## config.mk

```make
export PLATFORM = sky130hd
export DESIGN_NAME = sma_store
export DESIGN_NICKNAME = d
export VERILOG_FILES = /design/src/design/sma_pkg.sv /design/src/design/sma_store.sv
export SDC_FILE = /design/constraint.sdc
export NUM_CORES = 2
export LEC_CHECK = 0
export BUFFER_PORTS_ARGS = -buffer_cell sky130_fd_sc_hd__buf_2
export CAP_MARGIN = 20
export CORE_MARGIN = 10
export CORE_UTILIZATION = 30
export CTS_CLUSTER_SIZE = 28
export DETAILED_ROUTE_END_ITERATION = 16
export PLACE_DENSITY = 0.49
export SLEW_MARGIN = 20
export SYNTH_ARGS = -nofsm -noshare
export SYNTH_HDL_FRONTEND = slang
export SYNTH_SLANG_ARGS = --single-unit
```

## constraint.sdc

```tcl
create_clock -name clock -period 5.46 [get_ports clock]
set_clock_uncertainty 0.1 [all_clocks]
set_input_delay 0.819 -clock clock [delete_from_list [all_inputs] [get_ports clock]]
set_output_delay 0.819 -clock clock [all_outputs]
set_load 0.005 [all_outputs]
```

## src/design/sma_pkg.sv

```systemverilog
// shared constants, types and arithmetic helpers of the small matrix engine
package sma_pkg;

   localparam int MAX_DIM    = 8;
   localparam int DATA_WIDTH = 32;

   localparam int VALUE_W   = 32;
   localparam int FRAC_BITS = 16;
   localparam int ELEM_W    = (DATA_WIDTH < VALUE_W) ? DATA_WIDTH : VALUE_W;
   localparam int IDX_W     = $clog2(MAX_DIM);
   localparam int DIM_W     = $clog2(MAX_DIM + 1);
   localparam int DEPTH     = MAX_DIM * MAX_DIM;
   localparam int ADDR_W    = $clog2(DEPTH);
   localparam int PROD_W    = 2 * VALUE_W;
   localparam int SUM_W     = VALUE_W + 1;
   localparam int ACC_W     = PROD_W - FRAC_BITS + $clog2(MAX_DIM) + 1;

   localparam int CSR_IDX_W  = 3;
   localparam int CSR_DATA_W = 32;
   localparam int CSR_DIM_W  = 4;

   localparam logic [CSR_IDX_W-1:0] CSR_MODE   = 3'd0;
   localparam logic [CSR_IDX_W-1:0] CSR_A_COLS = 3'd1;
   localparam logic [CSR_IDX_W-1:0] CSR_A_ROWS = 3'd2;
   localparam logic [CSR_IDX_W-1:0] CSR_B_COLS = 3'd3;
   localparam logic [CSR_IDX_W-1:0] CSR_B_ROWS = 3'd4;
   localparam logic [CSR_IDX_W-1:0] CSR_SCALAR = 3'd5;

   localparam logic [1:0] MODE_ADD   = 2'd0;
   localparam logic [1:0] MODE_SUB   = 2'd1;
   localparam logic [1:0] MODE_MUL   = 2'd2;
   localparam logic [1:0] MODE_SCALE = 2'd3;

   localparam logic [1:0] OP_LOAD_A = 2'd0;
   localparam logic [1:0] OP_LOAD_B = 2'd1;
   localparam logic [1:0] OP_RUN    = 2'd2;

   localparam logic [VALUE_W-1:0] SCALAR_RESET = 32'h0001_0000;

   localparam longint SAT_HI = (longint'(1) <<< (ELEM_W - 1)) - 1;
   localparam longint SAT_LO = -SAT_HI - 1;
   localparam logic signed [ACC_W-1:0] ACC_SAT_HI = ACC_W'(SAT_HI);
   localparam logic signed [ACC_W-1:0] ACC_SAT_LO = ACC_W'(SAT_LO);

   typedef struct packed {
      logic [1:0]                mode;
      logic [DIM_W-1:0]          a_cols;
      logic [DIM_W-1:0]          a_rows;
      logic [DIM_W-1:0]          b_cols;
      logic [DIM_W-1:0]          b_rows;
      logic signed [VALUE_W-1:0] scalar;
   } cfg_type;

   typedef struct packed {
      logic                      valid;
      logic [IDX_W-1:0]          col;
      logic [IDX_W-1:0]          row;
      logic signed [VALUE_W-1:0] value;
      logic                      last;
      logic                      size_error;
   } rsp_type;

   function automatic logic [ADDR_W-1:0] addr_of(input logic [IDX_W-1:0] row,
                                                  input logic [IDX_W-1:0] col);
      return ADDR_W'(row) * ADDR_W'(MAX_DIM) + ADDR_W'(col);
   endfunction

   // clamp a wide value into the element range
   function automatic logic signed [VALUE_W-1:0] sat_acc(input logic signed [ACC_W-1:0] v);
      logic signed [ACC_W-1:0] c;
      c = v;
      if (v > ACC_SAT_HI) c = ACC_SAT_HI;
      else if (v < ACC_SAT_LO) c = ACC_SAT_LO;
      return VALUE_W'(c);
   endfunction

endpackage

```

## src/design/sma_store.sv

```systemverilog
// element store: one write port, one registered read port, valid bit per entry
module sma_store (
   input  logic                               clock,
   input  logic                               reset,
   input  logic                               clear,
   input  logic                               wr_en,
   input  logic [sma_pkg::ADDR_W-1:0]         wr_addr,
   input  logic signed [sma_pkg::VALUE_W-1:0] wr_data,
   input  logic [sma_pkg::ADDR_W-1:0]         rd_addr,
   output logic signed [sma_pkg::VALUE_W-1:0] rd_data
);

   logic signed [sma_pkg::VALUE_W-1:0] mem [sma_pkg::DEPTH];
   logic [sma_pkg::DEPTH-1:0]          valid_ff;
   logic signed [sma_pkg::VALUE_W-1:0] rd_data_ff;
   logic                               rd_valid_ff;

   always_ff @(posedge clock) begin
      if (wr_en) begin
         mem[wr_addr] <= wr_data;
      end
      rd_data_ff <= mem[rd_addr];
   end

   // entries never written since reset or a clear read as zero
   always_ff @(posedge clock) begin
      if (reset || clear) begin
         valid_ff    <= '0;
         rd_valid_ff <= 1'b0;
      end else begin
         if (wr_en) begin
            valid_ff[wr_addr] <= 1'b1;
         end
         rd_valid_ff <= valid_ff[rd_addr];
      end
   end

   assign rd_data = rd_valid_ff ? rd_data_ff : '0;

endmodule

```

Word level (Yosys, flattened, before mapping) --
Memories as Yosys holds them, arrays and structs flattened. A register that Yosys moved wholly into a read port is not among the register bits. Index checks and enable logic that the tools add are counted.
Word-level totals: flip-flop bits (word level) 65, latch bits 0, RAM bits 2048, ROM bits 0, bits of input ports 48, output and inout bits 32, logic and storage cells 16, memories kept 1
Memory list:
- mem | depth 64, bits a word 32, rd ports 1, clocked after Yosys merged registers in 1, wr ports 1, RTL line sma_store.sv:13 | logic signed [sma_pkg::VALUE_W-1:0] mem [sma_pkg::DEPTH];
Operators by class: add/subtract/negate cells 0, multiply operators 0, divide/modulo/power cells 0, order comparisons 3, equality and inequality tests 0, shift operators 0, muxes and demuxes 7, bitwise operators 1, reductions and logical operators 2
Operators by type and width (number):
- $or A64 B64 Y64 | 1
- $mux W32 | 1
- $lt A6 B7 Y1 const B | 2
- $bmux W1 S6 | 1
- $demux W1 S6 | 1
- $ge A6 B1 Y1 const B | 1
- $mux W1 | 4
- $logic_and A1 B1 Y1 | 1
- $logic_or A1 B1 Y1 | 1

Logic depth before layout (Yosys ltp) --
word-level depth 5, mapped depth 9, mapped depth without buffers 5

Worst setup path before layout --
No wires, ideal clock.
kind input to register, from input port wr_addr[4] (netlist name), to memory mem[48][0] (netlist name) (enable), setup time 0.463 ns, data arrival time 3.571 ns, required time 4.897 ns, path slack 1.326 ns, cell stages on the path 4, buffers on the path 1, cells stage by stage clkbuf_1 and3b_1 nand2_1 nor3_1
RTL lines:
- from (decl) | RTL line sma_store.sv:7 | input logic [sma_pkg::ADDR_W-1:0] wr_addr,
- to (decl) | RTL line sma_store.sv:13
Straight into the memory's write port.

Final worst setup path --
from register rd_valid_ff, to output port rd_data[17] (netlist name)
On the way: longest elaborated chain between the ends 1
Ends and longest elaborated chain:
- from (decl) | RTL line sma_store.sv:16 | logic rd_valid_ff;
- from (signal assigned) | RTL line sma_store.sv:34 | rd_valid_ff <= valid_ff[rd_addr];
- $mux W32 | RTL line sma_store.sv:38 | assign rd_data = rd_valid_ff ? rd_data_ff : '0;
- to (decl) | RTL line sma_store.sv:10 | output logic signed [sma_pkg::VALUE_W-1:0] rd_data
No other way between the ends.

==> impl_metrics.csv <==
group,metric,value,unit
yosys,synth_cell_types,49,
route,vias_per_cell,5.10,
yosys,synth_cells,3571,
cts,cts_hold_buf,0,
die,start_util,0.302,
layout,drive_above_1_share,0.302,
yosys,synth-seq-cells,2145,
die,die_h,540,um
worst_hold_path,min_path_type,"input pin to flop",
placement,place_congestion,0.775,
timing,relSlewSlack,0.188,
timing,tns,0,ps
yosys,synth_nets,3619,
layout,layout_commonest_cell,"edfxtp_1",
cts,cts_sinks,2145,
placement,place_hpwl,140,mm
cts,cts_root_buffer,"clkbuf_16",
layout,fin_nets,3920,
worst_setup_path,critPathSlowestCell,"dfxtp_2",
cts,clk_pin_slew,60,ps
timing,post-route-min-period,3260,ps
die,ioPinCount,80,
worst_setup_path,path_delay_family,"flip-flops",
timing,tightest_slew,1210,ps
yosys,postSynth.asyncResetShare,0,
worst_setup_path,cp-start-kind,"flop",
worst_setup_path,slowest_delay,920,ps
worst_setup_path,crit_path_max_fanout,32,
route,wl_per_cell,31.1,um
yosys,yosysWarnings,0,
route,firstDrtPassIters,6,
worst_setup_path,critPathRequiredTime,4540,ps
yosys,synth_top_flop_cell,"edfxtp_1",
cts,cts_resized,0,
die,placementRows,190,
worst_setup_path,path_cells,"and2_1 -> buf_2",
layout,final_util,0.352,
run_status,outcome,"finished clean",
cts,clk_latency,870,ps
worst_setup_path,path_class,"flop to primary output",
global_route,grt_overflow_total,0,
timing,hold_violations,0,
yosys,synth_edf_count,2048,
route,ant_nets,0,
placement,port_buffers,79,
global_route,grt_max_degree,65,
worst_setup_path,critPathCaptureType,"primary output",
die,die_w,540,um
route,drt_wl_total,237,mm
global_route,antenna_found_initial,18,
job,maxCapViolCount,0,
power,total_power,35200,uW
cts,cts_setup_buffers,0,
yosys,synth.avg_cell_area,22.7,um2
power,p_per_area,373,mW/mm2
route,drt_iter0_drc,4561,
layout,syn_to_final_growth,16.4,%
yosys,syn_area,0.0811,mm2
cts,cts_max_path_buffers,3,
die,placeableCoreArea,0.269,mm2
timing,report.final.slew_viol_count,0,
timing,max_freq,306,MHz
global_route,grt_pass1_wl,329,mm
worst_setup_path,crit_arrival,2350,ps
route,drc,0,
cts,h-tree-depth,4,
layout,final_cell_mix,"edfxtp_1 (2,048), mux4_2 (514), clkbuf_16 (224)",
power,ir_worst_vdd,296,uV
worst_setup_path,path_buf_inv,1,
timing,finalSetupViolCount,0,
cts,cts_made_buffers,223,
global_route,gr-usage-all-layers,0.158,
global_route,grt_pass1_vias,39500,
yosys,seq_area_frac_synth,0.782,
route,vias,38900,
timing,rsz0062_at_grt,"false",
cts,cts_tree,"done",
power,leakagePower,0.0292,uW
die,die-area,0.292,mm2
timing,timing.final.crit_share,0.598,
-- sequential cells by signal, summed over array words and instances, names as in the netlist --
register	count
rd_data_ff	32
valid_ff	64
rd_valid_ff	1
mem	2048
-- metrics by stage --
stage	area, um2	setup slack, ps	instances	hold WS, ps
after detailed placement	87100	1230	7197	348
after global routing	94400	1950	7622	182
final	94400	2200	7628	218
after floorplan	81100	1330	3571	333
after CTS	94400	2020	7617	160
after global placement	87000	1210	7195	342
-- per-layer routing --
layer  global-route usage  up-vias  share of wire
met4               0.0470        2          0.029
met3               0.0265      293          0.066
li1                     -    15900              -
met2                0.260     1285           0.49
met5                    0        -       0.000046
met1                0.216    21400           0.42
-- cells by family after synthesis --
group | Yosys count | share of synthesized area
compound gates | 397 | 0.0367
buf+inv | 203 | 0.0151
flops | 2145 | 0.782
mux | 585 | 0.152
simple gates | 241 | 0.0146
-- area by class of cell --
cell class / count / area (um2)
Antenna cell: 9 / 22.5
Clock buffer: 302 / 6050
Clock inverter: 118 / 1250
Fill cell: 24800 / 174000
Inverter: 1 / 3.75
Multi-Input combinational cell: 1223 / 17000
Sequential cell: 2145 / 63400
Tap cell: 3552 / 4440
Timing Repair Buffer: 278 / 2230
-- worst paths after layout --
| check | from | endpoint | slack (ps) | cells after the start |
|---|---|---|---|---|
| setup / recovery | rd_valid_ff | rd_data[17] | 2200 | 2 |
| hold / removal | reset | rd_valid_ff | 220 | 2 |
| setup reg to reg | mem[7][27] | rd_data_ff[27] | 2910 | 6 |
| hold reg to reg | valid_ff[4] | valid_ff[4] | 360 | 1 |
-- power by group --
part           switching, uW  internal [uW]  total [uW]
logic                   1220            603        1820
registers               80.2          18200       18200
clock network           6430           8740       15200
total                   7730          27500       35200
-- cells in the mapped netlist (2+ instances only) --
cell type / instances / area, um2
o31ai_1: 5 / 37.5
nand3_1: 14 / 70.1
edfxtp_1: 2048 / 61500
mux2_2: 21 / 236
a311oi_1: 8 / 70.1
mux2i_1: 50 / 500
o21ai_0: 10 / 50.1
or2_2: 3 / 18.8
nand2b_1: 12 / 75.1
a21oi_1: 55 / 275
a221oi_1: 45 / 394
a22o_1: 52 / 455
dfxtp_1: 97 / 1940
nor2_1: 102 / 383
and2_1: 36 / 225
buf_6: 33 / 372
a22oi_1: 28 / 210
or3_1: 2 / 12.5
buf_4: 33 / 248
clkbuf_1: 80 / 300
buf_1: 3 / 11.3
a221oi_2: 10 / 150
o211ai_1: 2 / 15.0
or3b_2: 5 / 43.8
nor2b_1: 15 / 93.8
mux4_2: 514 / 11600
buf_2: 50 / 250
o221ai_1: 21 / 184
nand2_1: 23 / 86.3
a221o_1: 4 / 40.0
nor3_1: 19 / 95.1
o21a_1: 64 / 480
o22ai_1: 68 / 425
nand3b_1: 5 / 37.5
a31oi_1: 6 / 37.5
a211oi_1: 15 / 113
Note: power is estimated with default switching activity, not from simulation.
