==> src/design/sma_pkg.sv <==
// shared constants, types and arithmetic helpers of the small matrix engine
package sma_pkg;

   localparam int MAX_DIM    = 8;
   localparam int DATA_WIDTH = 32;

   localparam int VALUE_W   = 32;
   localparam int FRAC_BITS = 16;
   localparam int ELEM_W    = (DATA_WIDTH < VALUE_W) ? DATA_WIDTH : VALUE_W;
   localparam int IDX_W     = $clog2(MAX_DIM);
   localparam int DIM_W     = $clog2(MAX_DIM + 1);
   localparam int DEPTH     = MAX_DIM * MAX_DIM;
   localparam int ADDR_W    = $clog2(DEPTH);
   localparam int PROD_W    = 2 * VALUE_W;
   localparam int SUM_W     = VALUE_W + 1;
   localparam int ACC_W     = PROD_W - FRAC_BITS + $clog2(MAX_DIM) + 1;

   localparam int CSR_IDX_W  = 3;
   localparam int CSR_DATA_W = 32;
   localparam int CSR_DIM_W  = 4;

   localparam logic [CSR_IDX_W-1:0] CSR_MODE   = 3'd0;
   localparam logic [CSR_IDX_W-1:0] CSR_A_COLS = 3'd1;
   localparam logic [CSR_IDX_W-1:0] CSR_A_ROWS = 3'd2;
   localparam logic [CSR_IDX_W-1:0] CSR_B_COLS = 3'd3;
   localparam logic [CSR_IDX_W-1:0] CSR_B_ROWS = 3'd4;
   localparam logic [CSR_IDX_W-1:0] CSR_SCALAR = 3'd5;

   localparam logic [1:0] MODE_ADD   = 2'd0;
   localparam logic [1:0] MODE_SUB   = 2'd1;
   localparam logic [1:0] MODE_MUL   = 2'd2;
   localparam logic [1:0] MODE_SCALE = 2'd3;

   localparam logic [1:0] OP_LOAD_A = 2'd0;
   localparam logic [1:0] OP_LOAD_B = 2'd1;
   localparam logic [1:0] OP_RUN    = 2'd2;

   localparam logic [VALUE_W-1:0] SCALAR_RESET = 32'h0001_0000;

   localparam longint SAT_HI = (longint'(1) <<< (ELEM_W - 1)) - 1;
   localparam longint SAT_LO = -SAT_HI - 1;
   localparam logic signed [ACC_W-1:0] ACC_SAT_HI = ACC_W'(SAT_HI);
   localparam logic signed [ACC_W-1:0] ACC_SAT_LO = ACC_W'(SAT_LO);

   typedef struct packed {
      logic [1:0]                mode;
      logic [DIM_W-1:0]          a_cols;
      logic [DIM_W-1:0]          a_rows;
      logic [DIM_W-1:0]          b_cols;
      logic [DIM_W-1:0]          b_rows;
      logic signed [VALUE_W-1:0] scalar;
   } cfg_type;

   typedef struct packed {
      logic                      valid;
      logic [IDX_W-1:0]          col;
      logic [IDX_W-1:0]          row;
      logic signed [VALUE_W-1:0] value;
      logic                      last;
      logic                      size_error;
   } rsp_type;

   function automatic logic [ADDR_W-1:0] addr_of(input logic [IDX_W-1:0] row,
                                                  input logic [IDX_W-1:0] col);
      return ADDR_W'(row) * ADDR_W'(MAX_DIM) + ADDR_W'(col);
   endfunction

   // clamp a wide value into the element range
   function automatic logic signed [VALUE_W-1:0] sat_acc(input logic signed [ACC_W-1:0] v);
      logic signed [ACC_W-1:0] c;
      c = v;
      if (v > ACC_SAT_HI) c = ACC_SAT_HI;
      else if (v < ACC_SAT_LO) c = ACC_SAT_LO;
      return VALUE_W'(c);
   endfunction

endpackage

==> src/design/sma_engine.sv <==
// run sequencer: walks the stores, multiplies, accumulates and emits results
module sma_engine (
   input  logic                               clock,
   input  logic                               reset,
   input  logic                               start,
   input  logic [1:0]                         op,
   input  sma_pkg::cfg_type                   cfg,
   input  logic signed [sma_pkg::VALUE_W-1:0] a_rd_data,
   input  logic signed [sma_pkg::VALUE_W-1:0] b_rd_data,
   output logic                               busy,
   output logic [sma_pkg::ADDR_W-1:0]         a_rd_addr,
   output logic [sma_pkg::ADDR_W-1:0]         b_rd_addr,
   output sma_pkg::rsp_type                   rsp
);

   typedef enum logic {ST_IDLE, ST_ISSUE} state_type;

   typedef struct packed {
      logic                          first;
      logic                          last_elem;
      logic                          last_run;
      logic [sma_pkg::IDX_W-1:0]     row;
      logic [sma_pkg::IDX_W-1:0]     col;
   } tag_type;

   state_type                        state_ff, state_in;
   logic [1:0]                       mode_ff, mode_in;
   logic [sma_pkg::DIM_W-1:0]        rows_ff, rows_in;
   logic [sma_pkg::DIM_W-1:0]        cols_ff, cols_in;
   logic [sma_pkg::DIM_W-1:0]        inner_ff, inner_in;
   logic signed [sma_pkg::VALUE_W-1:0] scalar_ff, scalar_in;
   logic [sma_pkg::IDX_W-1:0]        r_ff, r_in, c_ff, c_in, i_ff, i_in;
   logic                             s1_valid_ff, s1_valid_in;
   tag_type                          s1_tag_ff, s1_tag_in;
   logic                             s2_valid_ff, s2_valid_in;
   tag_type                          s2_tag_ff, s2_tag_in;
   logic signed [sma_pkg::ACC_W-1:0] s2_term_ff, s2_term_in;
   logic signed [sma_pkg::ACC_W-1:0] acc_ff, acc_in;
   sma_pkg::rsp_type                 rsp_ff, rsp_in;

   logic                             run_go, mismatch, last_i, last_c, last_r;
   logic [sma_pkg::IDX_W-1:0]        a_col, b_row;
   logic signed [sma_pkg::VALUE_W-1:0] b_op;
   logic signed [sma_pkg::PROD_W-1:0]  prod;
   logic signed [sma_pkg::SUM_W-1:0]   sum;
   logic signed [sma_pkg::ACC_W-1:0]   acc_sum;

   assign busy = (state_ff != ST_IDLE) || s1_valid_ff || s2_valid_ff;
   assign rsp  = rsp_ff;

   always_comb begin
      run_go   = start && !busy && (op == sma_pkg::OP_RUN);
      mismatch = 1'b0;
      if (cfg.mode inside {sma_pkg::MODE_ADD, sma_pkg::MODE_SUB}) begin
         mismatch = (cfg.a_cols != cfg.b_cols) || (cfg.a_rows != cfg.b_rows);
      end else if (cfg.mode == sma_pkg::MODE_MUL) begin
         mismatch = (cfg.a_cols != cfg.b_rows);
      end

      // issue: address generation and loop counters
      last_i = (mode_ff != sma_pkg::MODE_MUL) ||
               (sma_pkg::DIM_W'(i_ff) + 1'b1 == inner_ff);
      last_c = (sma_pkg::DIM_W'(c_ff) + 1'b1 == cols_ff);
      last_r = (sma_pkg::DIM_W'(r_ff) + 1'b1 == rows_ff);
      a_col  = (mode_ff == sma_pkg::MODE_MUL) ? i_ff : c_ff;
      b_row  = (mode_ff == sma_pkg::MODE_MUL) ? i_ff : r_ff;
      a_rd_addr = sma_pkg::addr_of(r_ff, a_col);
      b_rd_addr = sma_pkg::addr_of(b_row, c_ff);

      state_in  = state_ff;
      mode_in   = mode_ff;
      rows_in   = rows_ff;
      cols_in   = cols_ff;
      inner_in  = inner_ff;
      scalar_in = scalar_ff;
      r_in      = r_ff;
      c_in      = c_ff;
      i_in      = i_ff;

      s1_valid_in         = (state_ff == ST_ISSUE);
      s1_tag_in.first     = (i_ff == '0);
      s1_tag_in.last_elem = last_i;
      s1_tag_in.last_run  = last_i && last_c && last_r;
      s1_tag_in.row       = r_ff;
      s1_tag_in.col       = c_ff;

      case (state_ff)
         ST_IDLE: begin
            if (run_go && !mismatch) begin
               state_in  = ST_ISSUE;
               mode_in   = cfg.mode;
               rows_in   = cfg.a_rows;
               cols_in   = (cfg.mode == sma_pkg::MODE_MUL) ? cfg.b_cols : cfg.a_cols;
               inner_in  = cfg.a_cols;
               scalar_in = cfg.scalar;
               r_in      = '0;
               c_in      = '0;
               i_in      = '0;
            end
         end
         ST_ISSUE: begin
            if (last_i) begin
               i_in = '0;
               if (last_c) begin
                  c_in = '0;
                  if (last_r) begin
                     state_in = ST_IDLE;
                  end else begin
                     r_in = r_ff + 1'b1;
                  end
               end else begin
                  c_in = c_ff + 1'b1;
               end
            end else begin
               i_in = i_ff + 1'b1;
            end
         end
         default: state_in = ST_IDLE;
      endcase

      // stage 1: store data arrives, one multiply or add
      b_op = (mode_ff == sma_pkg::MODE_SCALE) ? scalar_ff : b_rd_data;
      prod = sma_pkg::PROD_W'(a_rd_data) * sma_pkg::PROD_W'(b_op);
      if (mode_ff == sma_pkg::MODE_SUB) begin
         sum = sma_pkg::SUM_W'(a_rd_data) - sma_pkg::SUM_W'(b_rd_data);
      end else begin
         sum = sma_pkg::SUM_W'(a_rd_data) + sma_pkg::SUM_W'(b_rd_data);
      end
      // arithmetic shift of the product is the floor truncation
      if (mode_ff inside {sma_pkg::MODE_MUL, sma_pkg::MODE_SCALE}) begin
         s2_term_in = sma_pkg::ACC_W'(signed'(prod[sma_pkg::PROD_W-1:sma_pkg::FRAC_BITS]));
      end else begin
         s2_term_in = sma_pkg::ACC_W'(sum);
      end
      s2_valid_in = s1_valid_ff;
      s2_tag_in   = s1_tag_ff;

      // stage 2: accumulate, saturate on the last term of an element
      acc_sum = s2_tag_ff.first ? s2_term_ff : acc_ff + s2_term_ff;
      acc_in  = s2_valid_ff ? acc_sum : acc_ff;

      rsp_in            = rsp_ff;
      rsp_in.valid      = 1'b0;
      if (s2_valid_ff && s2_tag_ff.last_elem) begin
         rsp_in.valid      = 1'b1;
         rsp_in.col        = s2_tag_ff.col;
         rsp_in.row        = s2_tag_ff.row;
         rsp_in.value      = sma_pkg::sat_acc(acc_sum);
         rsp_in.last       = s2_tag_ff.last_run;
         rsp_in.size_error = 1'b0;
      end else if (run_go && mismatch) begin
         rsp_in.valid      = 1'b1;
         rsp_in.col        = '0;
         rsp_in.row        = '0;
         rsp_in.value      = '0;
         rsp_in.last       = 1'b1;
         rsp_in.size_error = 1'b1;
      end
   end

   always_ff @(posedge clock) begin
      if (reset) begin
         state_ff     <= ST_IDLE;
         s1_valid_ff  <= 1'b0;
         s2_valid_ff  <= 1'b0;
         rsp_ff.valid <= 1'b0;
      end else begin
         state_ff    <= state_in;
         s1_valid_ff <= s1_valid_in;
         s2_valid_ff <= s2_valid_in;
         rsp_ff      <= rsp_in;
      end
      mode_ff    <= mode_in;
      rows_ff    <= rows_in;
      cols_ff    <= cols_in;
      inner_ff   <= inner_in;
      scalar_ff  <= scalar_in;
      r_ff       <= r_in;
      c_ff       <= c_in;
      i_ff       <= i_in;
      s1_tag_ff  <= s1_tag_in;
      s2_tag_ff  <= s2_tag_in;
      s2_term_ff <= s2_term_in;
      acc_ff     <= acc_in;
   end

endmodule

==> config.mk <==
export PLATFORM = sky130hd
export DESIGN_NAME = sma_engine
export DESIGN_NICKNAME = d
export VERILOG_FILES = /design/src/design/sma_pkg.sv /design/src/design/sma_engine.sv
export SDC_FILE = /design/constraint.sdc
export NUM_CORES = 2
export LEC_CHECK = 0
export BUFFER_PORTS_ARGS = -buffer_cell sky130_fd_sc_hd__clkbuf_2
export CAP_MARGIN = 10
export CORE_AREA = 2 2 407 409
export CTS_CLUSTER_DIAMETER = 40
export DETAILED_ROUTE_END_ITERATION = 10
export DIE_AREA = 0 0 409 411
export PLACE_DENSITY_LB_ADDON = 0.12
export SYNTH_ARGS = -nofsm -noshare
export SYNTH_HDL_FRONTEND = slang
export SYNTH_SLANG_ARGS = --single-unit
==> constraint.sdc <==
create_clock -name clock -period 9.15 [get_ports clock]
set_clock_uncertainty 0.1 [all_clocks]
set_input_delay 0 -clock clock [delete_from_list [all_inputs] [get_ports clock]]
set_output_delay 0 -clock clock [all_outputs]
set_load 0.01 [all_outputs]
== Word level (Yosys, flattened, before mapping) ==
Index checks and enable logic that the tools add are counted.

* $add $sub $neg: 11
* Multipliers: 1
* Order comparisons: 2
* Eq/ne operators: 17
* Multiplexer cells: 28
* Bitwise logic cells: 2
* Reduce and logical (&&, ||, !) cells: 22

{| class="wikitable"
|+ Operators by type and width
! cell !! number
|-
| 2-to-1 mux 52 bit || 2
|-
| 2-to-1 mux 32 bit || 3
|-
| 2-to-1 mux 41 bit || 2
|-
| multiplier 32 x 32 -> 64 bit || 1
|-
| adder 52 bit || 1
|-
| > comparator 52 x 32 -> 1 bit (second input constant) || 1
|-
| less-than comparator 52 x 32 -> 1 bit (second input constant) || 1
|-
| adder 32 x 32 -> 33 bit || 1
|-
| 2-to-1 mux 33 bit || 1
|-
| subtractor 32 x 32 -> 33 bit || 1
|-
| 2-to-1 mux 3 bit || 9
|-
| one-hot mux 3 bit (2 select lines) || 3
|-
| adder 3 x 1 -> 4 bit (second input constant) || 3
|-
| adder 6 x 3 -> 6 bit || 2
|-
| equality test 4 bit || 3
|-
| inequality test 4 bit || 3
|-
| adder 3 x 1 -> 3 bit (second input constant) || 3
|-
| equality test 2 bit (second input constant) || 4
|-
| logical AND 1 bit || 7
|-
| 2-to-1 mux 1 bit || 6
|-
| inequality test 2 bit (second input constant) || 3
|-
| AND reduction 2 bit || 3
|-
| nonzero test 2 bit || 3
|-
| equality test 2 x 1 -> 1 bit (second input constant) || 2
|-
| 9 further kinds || 15
|}

* Register bits: 221
* Word-level logic and storage cells: 112

== Logic depth before layout (Yosys ltp) ==
* Depth in word-level cells: 8
* Gate-level depth with buffers: 33
* Mapped depth without buffers: 31

== Worst setup path after synthesis ==
No wires, ideal clock.

* Kind: register -> register
* Start: register mode_ff[1]
* End: register s2_term_ff[45] (netlist bit)
* Setup time: 0.128 ns
* Arrival: 8.629 ns
* Path slack: 0.293 ns
* Cell stages (with the launch flop): 30
* Clock period less this slack: 8.857 ns
* Path through: edfxtp_1 clkbuf_1 nand2_1 buf_1 mux2i_1 clkbuf_1 nor2b_1 fa_1 inv_1 fa_1 fa_1 fa_1 inv_1 fa_1 fa_1 fa_1 fa_1 ha_1 nand4_1 nor4_1 inv_1 o31ai_1 o31a_1 a211oi_1 o31a_1 o31ai_1 a21oi_1 o21bai_1 xnor2_1 o21ai_1

* Word-level cells in the longest chain between the ends: 4
* Elaborated cells between the ends (all ways): 8
* Classes of those cells: mul (1); eq/ne (3); mux (3); reduce/logical (1)

{| class="wikitable"
|+ RTL lines
! element !! line !! text
|-
| start, declared || sma_engine.sv:27 || <nowiki>logic [1:0] mode_ff, mode_in;</nowiki>
|-
| start signal, assigned || sma_engine.sv:173 || <nowiki>mode_ff <= mode_in;</nowiki>
|-
| equality test 2 bit || sma_engine.sv:122, sma_engine.sv:130 ||
|-
| 2-to-1 mux 32 bit || sma_engine.sv:122 || <nowiki>b_op = (mode_ff == sma_pkg::MODE_SCALE) ? scalar_ff : b_rd_data;</nowiki>
|-
| multiplier 32 x 32 -> 64 bit || sma_engine.sv:123 || <nowiki>prod = sma_pkg::PROD_W'(a_rd_data) * sma_pkg::PROD_W'(b_op);</nowiki>
|-
| 2-to-1 mux 52 bit * || sma_engine.sv:130 || <nowiki>if (mode_ff inside {sma_pkg::MODE_MUL, sma_pkg::MODE_SCALE}) begin</nowiki>
|-
| net s2_term_in (one bit) || sma_engine.sv:37 || <nowiki>logic signed [sma_pkg::ACC_W-1:0] s2_term_ff, s2_term_in;</nowiki>
|-
| end signal, assigned || sma_engine.sv:183 || <nowiki>s2_term_ff <= s2_term_in;</nowiki>
|-
| end, declared || sma_engine.sv:37 ||
|}

The timed path passes the listed nets; every way through them passes the cells marked *.
A chain may end at the register's enable or synchronous reset.

== Final worst setup path ==
* Start: register mode_ff[0]
* End: register s2_term_ff[45] (netlist bit)

Same word-level chain as after synthesis.

==> results by group <==
Run status
  • Status: finished clean

Routing
  • WL met1: 67.8 mm
  • Uppermost routed layer: met5
  • Routed vias: 35400
  • Met2 wire length: 83.4 mm
  • Drt pass-1 iters: 5
  • Antenna viol nets, final: 0
  • Routed vias/inst: 4.67
  • DRC viols: 0
  • Routed wire length: 161 mm
  • Routed wire length per instance: 21.3 µm
  • DRT iter0 DRCs: 1967
  • Met3 wire length: 5.55 mm

Place
  • DP Worst Slack: -0.107 ns
  • Dpl cell area: 53100 µm²
  • Input/output buffers: 172
  • Hpwl dp: 136 mm
  • Gpl congestion: 0.848

Final layout
  • Fraction of layout cells with a size suffix above 1: 0.104
  • Area grow syn2layout: 13.4%
  • Commonest non-fill, non-tap cells in the layout: fa_1, inv_1, nand2_1
  • Most common cell after layout, fill and taps aside: fa_1
  • Post-layout net count: 6805
  • Post-route cell area: 55300 µm²

STA
  • Worst slew pin tran: 1.08 ns
  • RSZ-0062 raised after global routing: yes
  • Final Cycle Share: 0.964
  • Slew headroom: 0.282
  • Final setup violation count: 0
  • Maximum clock frequency: 113 MHz
  • Final worst slack: 0.327 ns
  • Final hold violations: 0
  • Max Slew Vio Count: 0
  • Final min period: 8.82 ns

Floorplanning
  • Rows: 149
  • Core Box Area: 164000 µm²
  • Initial core utilization: 0.298
  • DIE HEIGHT: 411 µm
  • Die W: 409 µm
  • Top Ports: 173
  • Die ar.: 168000 µm²

Min path
  • Worst Hold Class: in2reg
  • Worst hold stages: 2

Setup path
  • Setup CP Type: reg2reg
  • Slowest CP cell: fa_1
  • CP peak stage delay: 0.57 ns
  • Setup crit end kind: flip-flop
  • Crit path max fanout: 10
  • Crit path DAT: 9.15 ns
  • Worst Setup Start Kind: flip-flop
  • WP data required: 9.48 ns
  • R2R cell count: 32
  • Most frequent CP cell: fa_1

GRT
  • First-pass GRT wire length: 246 mm
  • GRT overflow: 0
  • Largest net degree at the start of global routing: 62
  • Initial antenna violation count: 23
  • Vias in the first global route: 38900
  • Gr usage total: 0.195

Synthesis
  • EDFF count, synth: 147
  • Syn nets: 6581
  • YS warnings: 0
  • Fraction of registers with async set/reset: 0
  • #FFs+latches synth: 217
  • Cell variety after synth: 86
  • Sequential area share after synthesis: 0.119
  • Synthesized area: 48800 µm²
  • Syn_area_per_cell: 9.54 µm²
  • Top cells by area, synth: fa_1, edfxtp_1, inv_1
  • Synth Flop Type: edfxtp_1
  • Yosys top cell by area: fa_1
  • Synth top area share: 0.445
  • Cells after Synth: 5111

Clock network
  • Htree depth: 2
  • Clock buffer count from CTS: 38
  • Clock Tree Buf Depth: 3
  • Reg clk slew, reported paths: 0.05 ns
  • TritonCTS clock tree: yes
  • Clk_lat worst skew: 0.58 ns
  • Root Driver: clkbuf_16
  • CTS sink cnt: 217

Flow run
  • Count of maximum capacitance violations: 0
## metrics by stage
stage	util	hold slack, ns	TNS [ns]	instances
2_1_floorplan	-	-0.0284	0	5111
3_3_place_gp	0.324	0.0776	0	7422
3_5_place_dp	0.324	0.0797	-0.198	7422
4_1_cts	0.336	0.0126	0	7542
5_1_grt	0.337	0.0249	-0.131	7557
6_report	0.337	0.0468	0	7567
## cell families (layout without fill, tap and decap cells)
kind of cell | Yosys count | count (layout) | synth area share
AO/OA/AOI/OAI | 526 | 526 | 0.0689
XOR/XNOR | 180 | 180 | 0.0323
adder cells (fa/ha/maj) | 1351 | 1351 | 0.513
buffers and inverters | 1250 | 1503 | 0.0979
flip-flops | 217 | 217 | 0.119
multiplexers | 53 | 53 | 0.0117
other | 0 | 13 | 0
AND/OR/NAND/NOR | 1534 | 1535 | 0.157
## per-layer routing
metal | vias to the layer above | GRT usage
li1 | 16000 | -
met1 | 18500 | 0.246
met2 | 639 | 0.356
met3 | 190 | 0.0197
met4 | 12 | 0.0480
met5 | - | 0
## worst paths after layout
path                        startpoint                      to  slack, ns
setup / recovery  mode_ff[0]$_DFFE_PP_  s2_term_ff[45]$_DFF_P_       0.33
hold / removal                  cfg[0]  scalar_ff[0]$_DFFE_PP_       0.05
setup reg to reg  mode_ff[0]$_DFFE_PP_  s2_term_ff[45]$_DFF_P_       0.33
hold reg to reg   s1_tag_ff[4]$_DFF_P_    s2_tag_ff[4]$_DFF_P_       0.23
## cell type report
cell class,instances,area (µm²)
clock inverter,21,213
tap,2189,2740
antenna,13,32.5
timing repair buffer,435,3160
clock buffer,49,1100
multi-input combinational,3645,38500
inverter,998,3750
sequential,217,5820
fill,17100,109000
## flip-flops by register name, summed over array words and instances, names as in the netlist
signal / cells
i_ff: 3
rsp: 41
s1_valid_in: 1
s2_valid_ff: 1
s1_tag_ff: 9
s2_tag_ff: 9
s2_term_ff: 48
rows_ff: 4
s1_valid_ff: 1
r_ff: 3
cols_ff: 4
scalar_ff: 32
c_ff: 3
acc_ff: 52
inner_ff: 4
mode_ff: 2
## what timing repair did
action                                  CTS  global route
cloned                                    0             1
resized for setup                         4            37
pin swaps                                 0            16
endpoints found under the hold margin    53             0
endpoints found under the setup margin    8            16
hold buffers                             50             0
setup buffers                             0            10
## cell usage after synthesis (6+ instances only)
master,instances
inv_1,997
buf_2,6
dfxtp_1,70
buf_6,7
nand2b_1,36
edfxtp_1,147
a221oi_1,7
xnor2_1,104
or2_2,14
mux2i_1,20
buf_4,6
and3_1,25
nor4_1,8
fa_1,1083
o21ai_0,97
a21o_1,61
nand2_1,625
a211oi_1,16
nor2b_1,256
a211o_1,6
mux2_2,33
o21ai_1,44
o31ai_1,19
nand4_1,22
nor3_1,27
and4_1,6
or3_1,15
buf_1,6
o21a_1,26
o211ai_1,9
a31oi_1,18
and2_1,286
o21bai_1,8
clkbuf_1,227
a21oi_1,153
xor2_1,76
nor2_1,163
nand3_1,23
ha_1,268
## critical path, delay by kind of cell, from the launching register on
family,cells,cell delay (ns)
multiplexers,1,0.36
buffers and inverters,9,1.10
AND/OR/NAND/NOR,4,0.83
adder cells (fa/ha/maj),9,4.29
flip-flops,1,0.47
XOR/XNOR,1,0.13
AO/OA/AOI/OAI,8,1.40
Power is not shown: default switching activity piles up to over one toggle a cycle in this logic, so the estimate is an artifact.
